$ cat src/hw/rtl/phlt_pkg.sv
// Shared constants, codes and control structs of the per-address hit limit table.
package phlt_pkg;

    localparam int TABLE_ENTRIES = 256;
    localparam int ADDRESS_BITS  = 48;
    localparam int COUNT_W       = 32;
    localparam int STATUS_W      = 2;
    localparam int IDX_W         = (TABLE_ENTRIES > 1) ? $clog2(TABLE_ENTRIES) : 1;
    localparam int USED_W        = $clog2(TABLE_ENTRIES + 1);

    localparam logic [COUNT_W-1:0] LIMIT_RESET = COUNT_W'(1000);
    localparam logic [COUNT_W-1:0] COUNT_MAX   = {COUNT_W{1'b1}};

    localparam logic [STATUS_W-1:0] STATUS_WITHIN = 2'd0;
    localparam logic [STATUS_W-1:0] STATUS_OVER   = 2'd1;
    localparam logic [STATUS_W-1:0] STATUS_FULL   = 2'd2;

    typedef enum logic [1:0] {
        ST_IDLE,
        ST_SCAN,
        ST_CNT_RD,
        ST_FINISH
    } t_state;

    typedef struct packed {
        logic start;
        logic scan;
        logic take_hit;
        logic take_miss;
        logic cnt_rd;
        logic finish;
    } t_cmd;

    typedef struct packed {
        logic hit;
        logic miss;
        logic out_free;
    } t_sts;

endpackage

$ cat src/hw/rtl/phlt_ctrl.sv
// Controller state machine: sequences scan, claim, count update and result load.
module phlt_ctrl (
    input  logic          i_clk,
    input  logic          i_rst_n,
    input  logic          i_in_valid,
    output logic          o_in_ready,
    input  phlt_pkg::t_sts i_sts,
    output phlt_pkg::t_cmd o_cmd
);

    phlt_pkg::t_state r_state;
    phlt_pkg::t_state n_state;

    always_ff @(posedge i_clk) begin
        if (!i_rst_n) begin
            r_state <= phlt_pkg::ST_IDLE;
        end else begin
            r_state <= n_state;
        end
    end

    always_comb begin
        n_state    = r_state;
        o_cmd      = '0;
        o_in_ready = 1'b0;
        case (r_state)
            phlt_pkg::ST_IDLE: begin
                o_in_ready = 1'b1;
                if (i_in_valid) begin
                    o_cmd.start = 1'b1;
                    n_state     = phlt_pkg::ST_SCAN;
                end
            end
            phlt_pkg::ST_SCAN: begin
                o_cmd.scan = 1'b1;
                if (i_sts.hit) begin
                    o_cmd.take_hit = 1'b1;
                    n_state        = phlt_pkg::ST_CNT_RD;
                end else if (i_sts.miss) begin
                    o_cmd.take_miss = 1'b1;
                    n_state         = phlt_pkg::ST_CNT_RD;
                end
            end
            phlt_pkg::ST_CNT_RD: begin
                o_cmd.cnt_rd = 1'b1;
                n_state      = phlt_pkg::ST_FINISH;
            end
            phlt_pkg::ST_FINISH: begin
                if (i_sts.out_free) begin
                    o_cmd.finish = 1'b1;
                    n_state      = phlt_pkg::ST_IDLE;
                end
            end
            default: begin
                n_state = phlt_pkg::ST_IDLE;
            end
        endcase
    end

endmodule

$ cat config.mk
export PLATFORM = sky130hd
export DESIGN_NAME = phlt_ctrl
export DESIGN_NICKNAME = d
export VERILOG_FILES = /design/src/hw/rtl/phlt_pkg.sv /design/src/hw/rtl/phlt_ctrl.sv
export SDC_FILE = /design/constraint.sdc
export NUM_CORES = 1
export LEC_CHECK = 0
export BUFFER_PORTS_ARGS = -buffer_cell sky130_fd_sc_hd__buf_2
export CORE_AREA = 2 2 39 41
export CTS_CLUSTER_DIAMETER = 120
export DETAILED_ROUTE_END_ITERATION = 10
export DIE_AREA = 0 0 41 43
export HOLD_SLACK_MARGIN = 0.15
export SLEW_MARGIN = 20
export SYNTH_ARGS = -nofsm -noshare
export SYNTH_HDL_FRONTEND = slang
export SYNTH_SLANG_ARGS = --single-unit
$ cat constraint.sdc
create_clock -name i_clk -period 2.6 [get_ports i_clk]
set_clock_uncertainty 0.05 [all_clocks]
set_input_delay 0.26 -clock i_clk [delete_from_list [all_inputs] [get_ports i_clk]]
set_output_delay 0.26 -clock i_clk [all_outputs]
set_load 0.01 [all_outputs]
==> results.toml, run 1 <==
[logic_synthesis]
syn_area_um2 = 193
synth_fp_nets = 32
ys_warn_count = 0
synth_seq_cells = 2
ys_seq_area_share_pct = 20.8
synth_cells = 22
avgSynthCellArea_um2 = 8.76
synth.distinct_cells = 11

[global_routing]
grt_pass1_vias = 164
grtUsageTotal_pct = 5.51
grt_pass1_wl_um = 614
antenna_found_initial = 0
globalRoute.totalOverflow = 0
grt_max_degree = 5

[layout]
syn2layout_area_growth_pct = 53.2
fin_area_um2 = 295
n_antenna_cell = 0
drive_gt1_share_pct = 45.9
largest_reg_flops = 2
fill_cells = 156
nets = 49
final-instance-count-excl-fill = 53
largest-register = "r_state"
reg_top3 = "r_state: 2 flops"

[setup_path]
cp.arrival_ps = 1190
worstPathMaxFanout = 4
crit_type = "reg -> out"
r2r_cells = 5
cp-startpoint = "r_state[0]"
regToRegSetupSlack_ps = 1190
cp.required_ps = 2290
reg2reg_from = "r_state[1]"
r2r-end = "r_state[0]"
start_kind = "register"
crit_path_end_kind = "primary output"

[hold_path]
worst_hold_path_type = "in -> reg"
hold_depth = 3
holdCritStartpoint = "i_rst_n"
holdPathEnd = "r_state[1]"

[die]
num_rows = 14
die_h_um = 43
chipWidth_um = 41
initial_core_util_pct = 13.9
ios = 13
coreArea_um2 = 1380
design.die.area_um2 = 1760

[sta]
hold_viol = 0
tns_ps = 0
fmax_mhz = 666
period_needed_ps = 1500
slew_violations = 0
setup_viol = 0
relSlewSlack_pct = 79.2
rsz0062_at_grt = "false"
min_period_over_period_pct = 57.8
tightest_slew_ps = 312

[clock_network]
clk_pin_slew_worst_paths_ps = 30
tritoncts = "built"
cts_resized = 0
htree_levels = 1
cts-buffers-inserted = 3
cts_setup_buffers = 0
root_buffer = "clkbuf_4"
clock_latency_ps = 220
hold_buffers = 0
clock-sinks = 2
cts_buffer_depth = 2

[placed_design]
dp.cells = 50
portBuffers = 12
dp_hpwl_um = 345
dpl_cell_area_um2 = 273
place.gp.congestion = 0.634

[power]
p_per_area_nw_per_um2 = 995
p_leak_nw = 0.170
ir_drop_mv = 0.377

[drt]
first_iter_violations = 5
routedWlPerCell_um = 7.38
antenna_left = 0
wirelength_um = 391
vias = 185
drc = 0
vias_per_cell = 3.49
drtPass1Iterations = 2

[status]
status = "complete, no violations"

[flow_run]
cap_violations = 0
-- how the worst max path moves through the flow --
stage,end
after floorplan,r_state[0]
after global placement,r_state[0]
after detailed placement,r_state[0]
after CTS,o_cmd[5]
after global routing,o_cmd[5]
final,o_cmd[5]
-- cell type report --
cell class	count	area, µm²	area share [%]
Tap cell	16	20.0	6.78
Clock buffer	3	22.5	7.63
Multi-Input combinational cell	16	138	46.6
Timing Repair Buffer	12	60.1	20.3
Inverter	4	15.0	5.08
Sequential cell	2	40.0	13.6
-- metrics by stage --
stage,power [mW],hold WS (ps),setup WS [ps],util (%)
finish,0.294,270,1100,21.3
global route,0.329,286,993,21.3
CTS,0.301,266,1070,21.3
detailed placement,0.231,443,1180,19.7
global placement,0.229,439,1200,19.7
floorplan,0.175,356,1250,-
-- report_power, final --
group,switching (mW),internal [mW],total [mW]
Combinational,0.0872,0.0796,0.167
Sequential,0.0153,0.0458,0.0611
Clock,0.0153,0.0507,0.0660
Total,0.118,0.176,0.294
-- cells in the final DEF, fill, tap and decap left out, types with 2 or more instances in the layout --
master	n
buf_2	12
ha_1	4
and2_1	2
dfxtp_1	2
inv_1	4
nand2_1	3
clkbuf_4	3
mux2i_1	2
-- metal layers --
layer  vias to the layer above  share of wire, %  global-route usage [%]
li1                        104                 -                       -
met1                        70                52                    7.03
met2                        11                32                    5.63
met3                         0                15                    4.71
met4                         0                 0                    4.00
met5                         -                 0                       0
-- cell families (layout without fill, tap and decap cells) --
logic type / count (synthesis) / after routing / share of synthesized area (%)
flip-flops: 2 / 2 / 20.8
AO/OA/AOI/OAI: 2 / 2 / 10.4
AND/OR/NAND/NOR: 8 / 8 / 24.7
multiplexers: 2 / 2 / 10.4
buffers and inverters: 4 / 19 / 7.79
adder cells (fa/ha/maj): 4 / 4 / 26.0
-- cells in the mapped netlist, drive strengths merged --
cell type  instances  area, µm²
inv                4       15.0
and2               3       20.0
and3b              1       8.76
o21ai              1       5.00
a221oi             1       15.0
ha                 4       50.1
dfxtp              2       40.0
nor3b              1       7.51
nand2              3       11.3
mux2i              2       20.0
-- worst max-delay path, cell delays in order (launching register included) --
cell and delay, ps:
dfxtp_1 370, inv_1 80, ha_1 250, and2_1 150, buf_2 130
No activity file was read; power rests on OpenSTA's default activity.
==> run 2: changes to the inputs <==
- clock period: 2.6 -> 1.5 ns (I/O delays scaled with it)
==> run 2 against run 1 <==
  * Final cell count grew 1.9%
  * Die area is the same
  * Flip-flop and latch count is the same
  * Routed wire length grew 4.1%
  * Global-route usage grew 0.90 points
  * First-iteration DRC count shrank 80%
  * Non-clock buffer count grew 1
==> results.toml, run 2 (synthesis gave the netlist of run 1 again) <==
[status]
status = "complete, no violations"

[sta]
fmax_mhz = 718
period_needed_ps = 1390
rsz0062_at_grt = "false"
setup_viol = 0
min_period_over_period_pct = 92.8
relSlewSlack_pct = 75.7
slew_violations = 0
tns_ps = 0
tightest_slew_ps = 363
hold_viol = 0

[drt]
drc = 0
routedWlPerCell_um = 7.54
wirelength_um = 407
vias = 195
drtPass1Iterations = 2
antenna_left = 0
vias_per_cell = 3.61
first_iter_violations = 1

[power]
finalPower_mw = 0.550
p_leak_nw = 0.175
ir_drop_mv = 0.666
p_per_area_nw_per_um2 = 1720

[layout]
largest_reg_flops = 2
reg_top3 = "r_state: 2 flops"
n_antenna_cell = 0
nets = 50
layout_commonest_cell = "buf_2"
postLayoutCoreUtil_pct = 23.1
final_cell_mix = "buf_2 (12), inv_1 (4), nand2_1 (3), ha_1 (3), clkbuf_4 (3)"
largest-register = "r_state"
fill_cells = 146
syn2layout_area_growth_pct = 66.2
drive_gt1_share_pct = 50.0

[setup_path]
cp.arrival_ps = 1190
cp.required_ps = 1300
worstPathMaxFanout = 4
path_cells = "inv_1 -> ha_2 -> and2_1 -> buf_2"
start_kind = "register"
critical-path-top-delay-family = "flip-flops"
crit_path_end_kind = "primary output"
critPathSlowestCell = "dfxtp_1"
crit_buf_inv = 2
crit_type = "reg -> out"
cp_slowest_stage_delay_ps = 390

[clock_network]
cts-buffers-inserted = 3
tritoncts = "built"
cts_setup_buffers = 0
clk_pin_slew_worst_paths_ps = 30
htree_levels = 1
clock_latency_ps = 220
clock-sinks = 2
cts_buffer_depth = 2
root_buffer = "clkbuf_4"

[flow_run]
cap_violations = 0

[global_routing]
antenna_found_initial = 0
grtUsageTotal_pct = 6.41
grt_max_degree = 5
globalRoute.totalOverflow = 0
grt_pass1_vias = 179
grt_pass1_wl_um = 690

[die]
num_rows = 14
design.die.area_um2 = 1760
initial_core_util_pct = 13.9
chipWidth_um = 41
ios = 13
coreArea_um2 = 1380
die_h_um = 43

[hold_path]
worst_hold_path_type = "in -> reg"

[placed_design]
place.gp.congestion = 0.633
dp_hpwl_um = 337
portBuffers = 12
run 2: cell count changes in the layout (fill, tap and decap cells not counted), sizes merged:
cell	previous run	this run
dlygate4sd3	0	1
run 2: metrics by stage:
step                setup slack [ps]  hold WS [ps]  instance area, µm²  cells
global route                    33.0           321                 320     54
CTS                             49.0           275                 305     54
floorplan                        153           246                 193     22
finish                           107           302                 320     54
global placement                96.6           389                 273     50
detailed placement              58.3           387                 273     50
run 2: tightest hold or removal path, cell delays in order:
cell	delay [ps]
buf_2	100
inv_1	80
a221oi_4	80
mux2i_1	120
run 2: area by class of cell:
class / count / area (µm²) / area share, %
clock buffer: 3 / 22.5 / 7.03
tap: 16 / 20.0 / 6.25
multi-input combinational: 16 / 151 / 47.3
timing repair buffer: 13 / 70.1 / 21.9
sequential: 2 / 41.3 / 12.9
inverter: 4 / 15.0 / 4.69
run 2: timing repair:
item / CTS / global route
hold buffers: 1 / 0
setup endpoints to repair: 0 / 3
hold endpoints to repair: 1 / 0
resized for setup: 0 / 3
run 2: final timing paths:
check,depth (start not counted),startpoint,end,slack (ps)
max,4,r_state[0],o_cmd[5],110
min,4,i_in_valid,r_state[1],300
max reg2reg,5,r_state[1],r_state[1],140
min reg2reg,2,r_state[1],r_state[1],430
run 2: report_power, final:
part	internal (mW)	switching, mW	total (mW)
logic	0.158	0.163	0.321
registers	0.0825	0.0298	0.112
clock network	0.0881	0.0290	0.117
total	0.328	0.222	0.550
run 2: per-layer routing:
metal	wire length, µm	global-route usage (%)	vias up
met1	227	7.99	78
met4	0	6.00	0
li1	-	-	106
met5	0	0	-
met3	45	4.71	0
met2	134	6.56	11
==> run 3: changes to the inputs <==
- CTS_BUF_LIST: default -> sky130_fd_sc_hd__clkbuf_2
==> run 3 against run 2 <==
  * Final cell count decreased by 1.9%
  * Hold slack worse by 120 ps
  * Routed wire length unchanged
  * Core utilization down 1.3 points
  * Via count fell by 1.5%
  * Sequential share of layout area up 0.75 points
  * Combinational power is essentially flat
  * Worst setup slack improved by 34 ps
  * Flip-flop and latch count unchanged
  * Global-route usage fell by 0.20 points
  * Sequential power hardly changed
  * Critical path type unchanged
  * Largest cell class unchanged
  * Largest power group unchanged
  * Highest routed layer unchanged
==> results.toml, run 3 (synthesis gave the netlist of run 1 again) <==
[status]
status = "complete, no violations"

[drt]
first_iter_violations = 1
vias_per_cell = 3.62
drtPass1Iterations = 2
wirelength_um = 407
drc = 0
routedWlPerCell_um = 7.68
vias = 192
antenna_left = 0

[power]
power_switching_mw = 0.222
p_leak_nw = 0.170
p_per_area_nw_per_um2 = 1700
combPwrFrac_pct = 62.1
finalPower_mw = 0.513
power.switching_fraction_pct = 43.2
p_int_mw = 0.292
clkPwrFrac_pct = 16.1
pwr-share-seq_pct = 21.8
ir_drop_mv = 0.626

[sta]
setup_ws_ps = 142
slew_violations = 0
min_period_over_period_pct = 90.5
setup_viol = 0
period_needed_ps = 1360
relSlewSlack_pct = 75.7
tns_ps = 0
rsz0062_at_grt = "false"
fmax_mhz = 736
tightest_slew_ps = 363
hold_viol = 0

[clock_network]
clock_latency_ps = 190
cts_setup_buffers = 0
root_buffer = "clkbuf_2"
htree_levels = 1
cts-buffers-inserted = 3
clk_pin_slew_worst_paths_ps = 30
cts_buffer_depth = 2
tritoncts = "built"
clock-sinks = 2

[placed_design]
pre_cts_ws_ps = 58.3
dp_hpwl_um = 337
place.gp.congestion = 0.633
portBuffers = 12

[layout]
largest_reg_flops = 2
final_cell_mix = "buf_2 (12), inv_1 (4), nand2_1 (3), ha_1 (3), clkbuf_2 (3)"
drive_gt1_share_pct = 51.4
largest-register = "r_state"
nets = 49
reg_top3 = "r_state: 2 flops"
layout_commonest_cell = "buf_2"
syn2layout_area_growth_pct = 57.1
n_antenna_cell = 0

[global_routing]
grt_pass1_vias = 167
grt_pass1_wl_um = 662
globalRoute.totalOverflow = 0
grtUsageTotal_pct = 6.21
antenna_found_initial = 0
grt_max_degree = 5

[setup_path]
crit_type = "reg -> out"
cp.required_ps = 1300
cp_slowest_stage_delay_ps = 390
worstPathMaxFanout = 4
regToRegSetupSlack_ps = 150
crit_path_end_kind = "primary output"
cp.arrival_ps = 1160
critPathSlowestCell = "dfxtp_1"
start_kind = "register"
path_cells = "inv_1 -> ha_2 -> and2_1 -> buf_2"

[hold_path]
worst_hold_path_type = "in -> reg"

[die]
initial_core_util_pct = 13.9
ios = 13
die_h_um = 43
design.die.area_um2 = 1760
chipWidth_um = 41
num_rows = 14
coreArea_um2 = 1380

[flow_run]
cap_violations = 0
==> run 3: cell types whose count changed in the layout (fill, tap and decap cells not counted), sizes merged <==
| cell | previous run | this run |
|---|---|---|
| dlygate4sd3 | 1 | 0 |
==> run 3: cell type report <==
| type | count | area [µm²] |
|---|---|---|
| Tap cell | 16 | 20.0 |
| Timing Repair Buffer | 12 | 60.1 |
| Sequential cell | 2 | 41.3 |
| Fill cell | 150 | 1080 |
| Inverter | 4 | 15.0 |
| Clock buffer | 3 | 15.0 |
| Multi-Input combinational cell | 16 | 151 |
==> run 3: what timing repair did <==
action / 4_1_cts / 5_1_grt
gates resized for setup: 0 / 3
hold buffers: 0 / 0
endpoints found under the hold margin: 0 / 0
setup endpoints to repair: 0 / 2
==> run 3: power groups by stage <==
| stage | Sequential (mW) | Clock (mW) | Combinational, mW |
|---|---|---|---|
| floorplan | 0.0999 | 0 | 0.203 |
| global placement | 0.105 | 0 | 0.292 |
| detailed placement | 0.108 | 0 | 0.291 |
| CTS | 0.108 | 0.0900 | 0.293 |
| global route | 0.116 | 0.0957 | 0.365 |
| finish | 0.112 | 0.0828 | 0.319 |
==> run 3: critical path, delay by kind of cell (launching register included) <==
| family | cells | cell delay (ps) |
|---|---|---|
| flops | 1 | 390 |
| fa+ha+maj | 1 | 230 |
| simple gates | 1 | 140 |
| buf+inv | 2 | 220 |
==> run 3: per-stage QoR <==
step	utilization [%]	hold WS (ps)	area, µm²	cells
after CTS	20.8	175	288	53
after floorplan	-	246	193	22
after detailed placement	19.7	387	273	50
after global routing	21.9	192	303	53
after global placement	19.7	389	273	50
final	21.9	179	303	53
==> run 3: final timing paths <==
kind / cells after the start / from / to
setup / recovery: 4 / r_state[0] / o_cmd[5]
hold reg to reg: 2 / r_state[1] / r_state[1]
setup reg to reg: 5 / r_state[1] / r_state[1]
hold / removal: 3 / i_rst_n / r_state[1]
==> run 3: per-layer routing <==
| metal | global-route usage (%) | wire length [µm] | vias up |
|---|---|---|---|
| met3 | 4.71 | 46 | 0 |
| met5 | 0 | 0 | - |
| met2 | 5.94 | 133 | 11 |
| li1 | - | - | 103 |
| met1 | 7.99 | 227 | 78 |
| met4 | 6.00 | 0 | 0 |
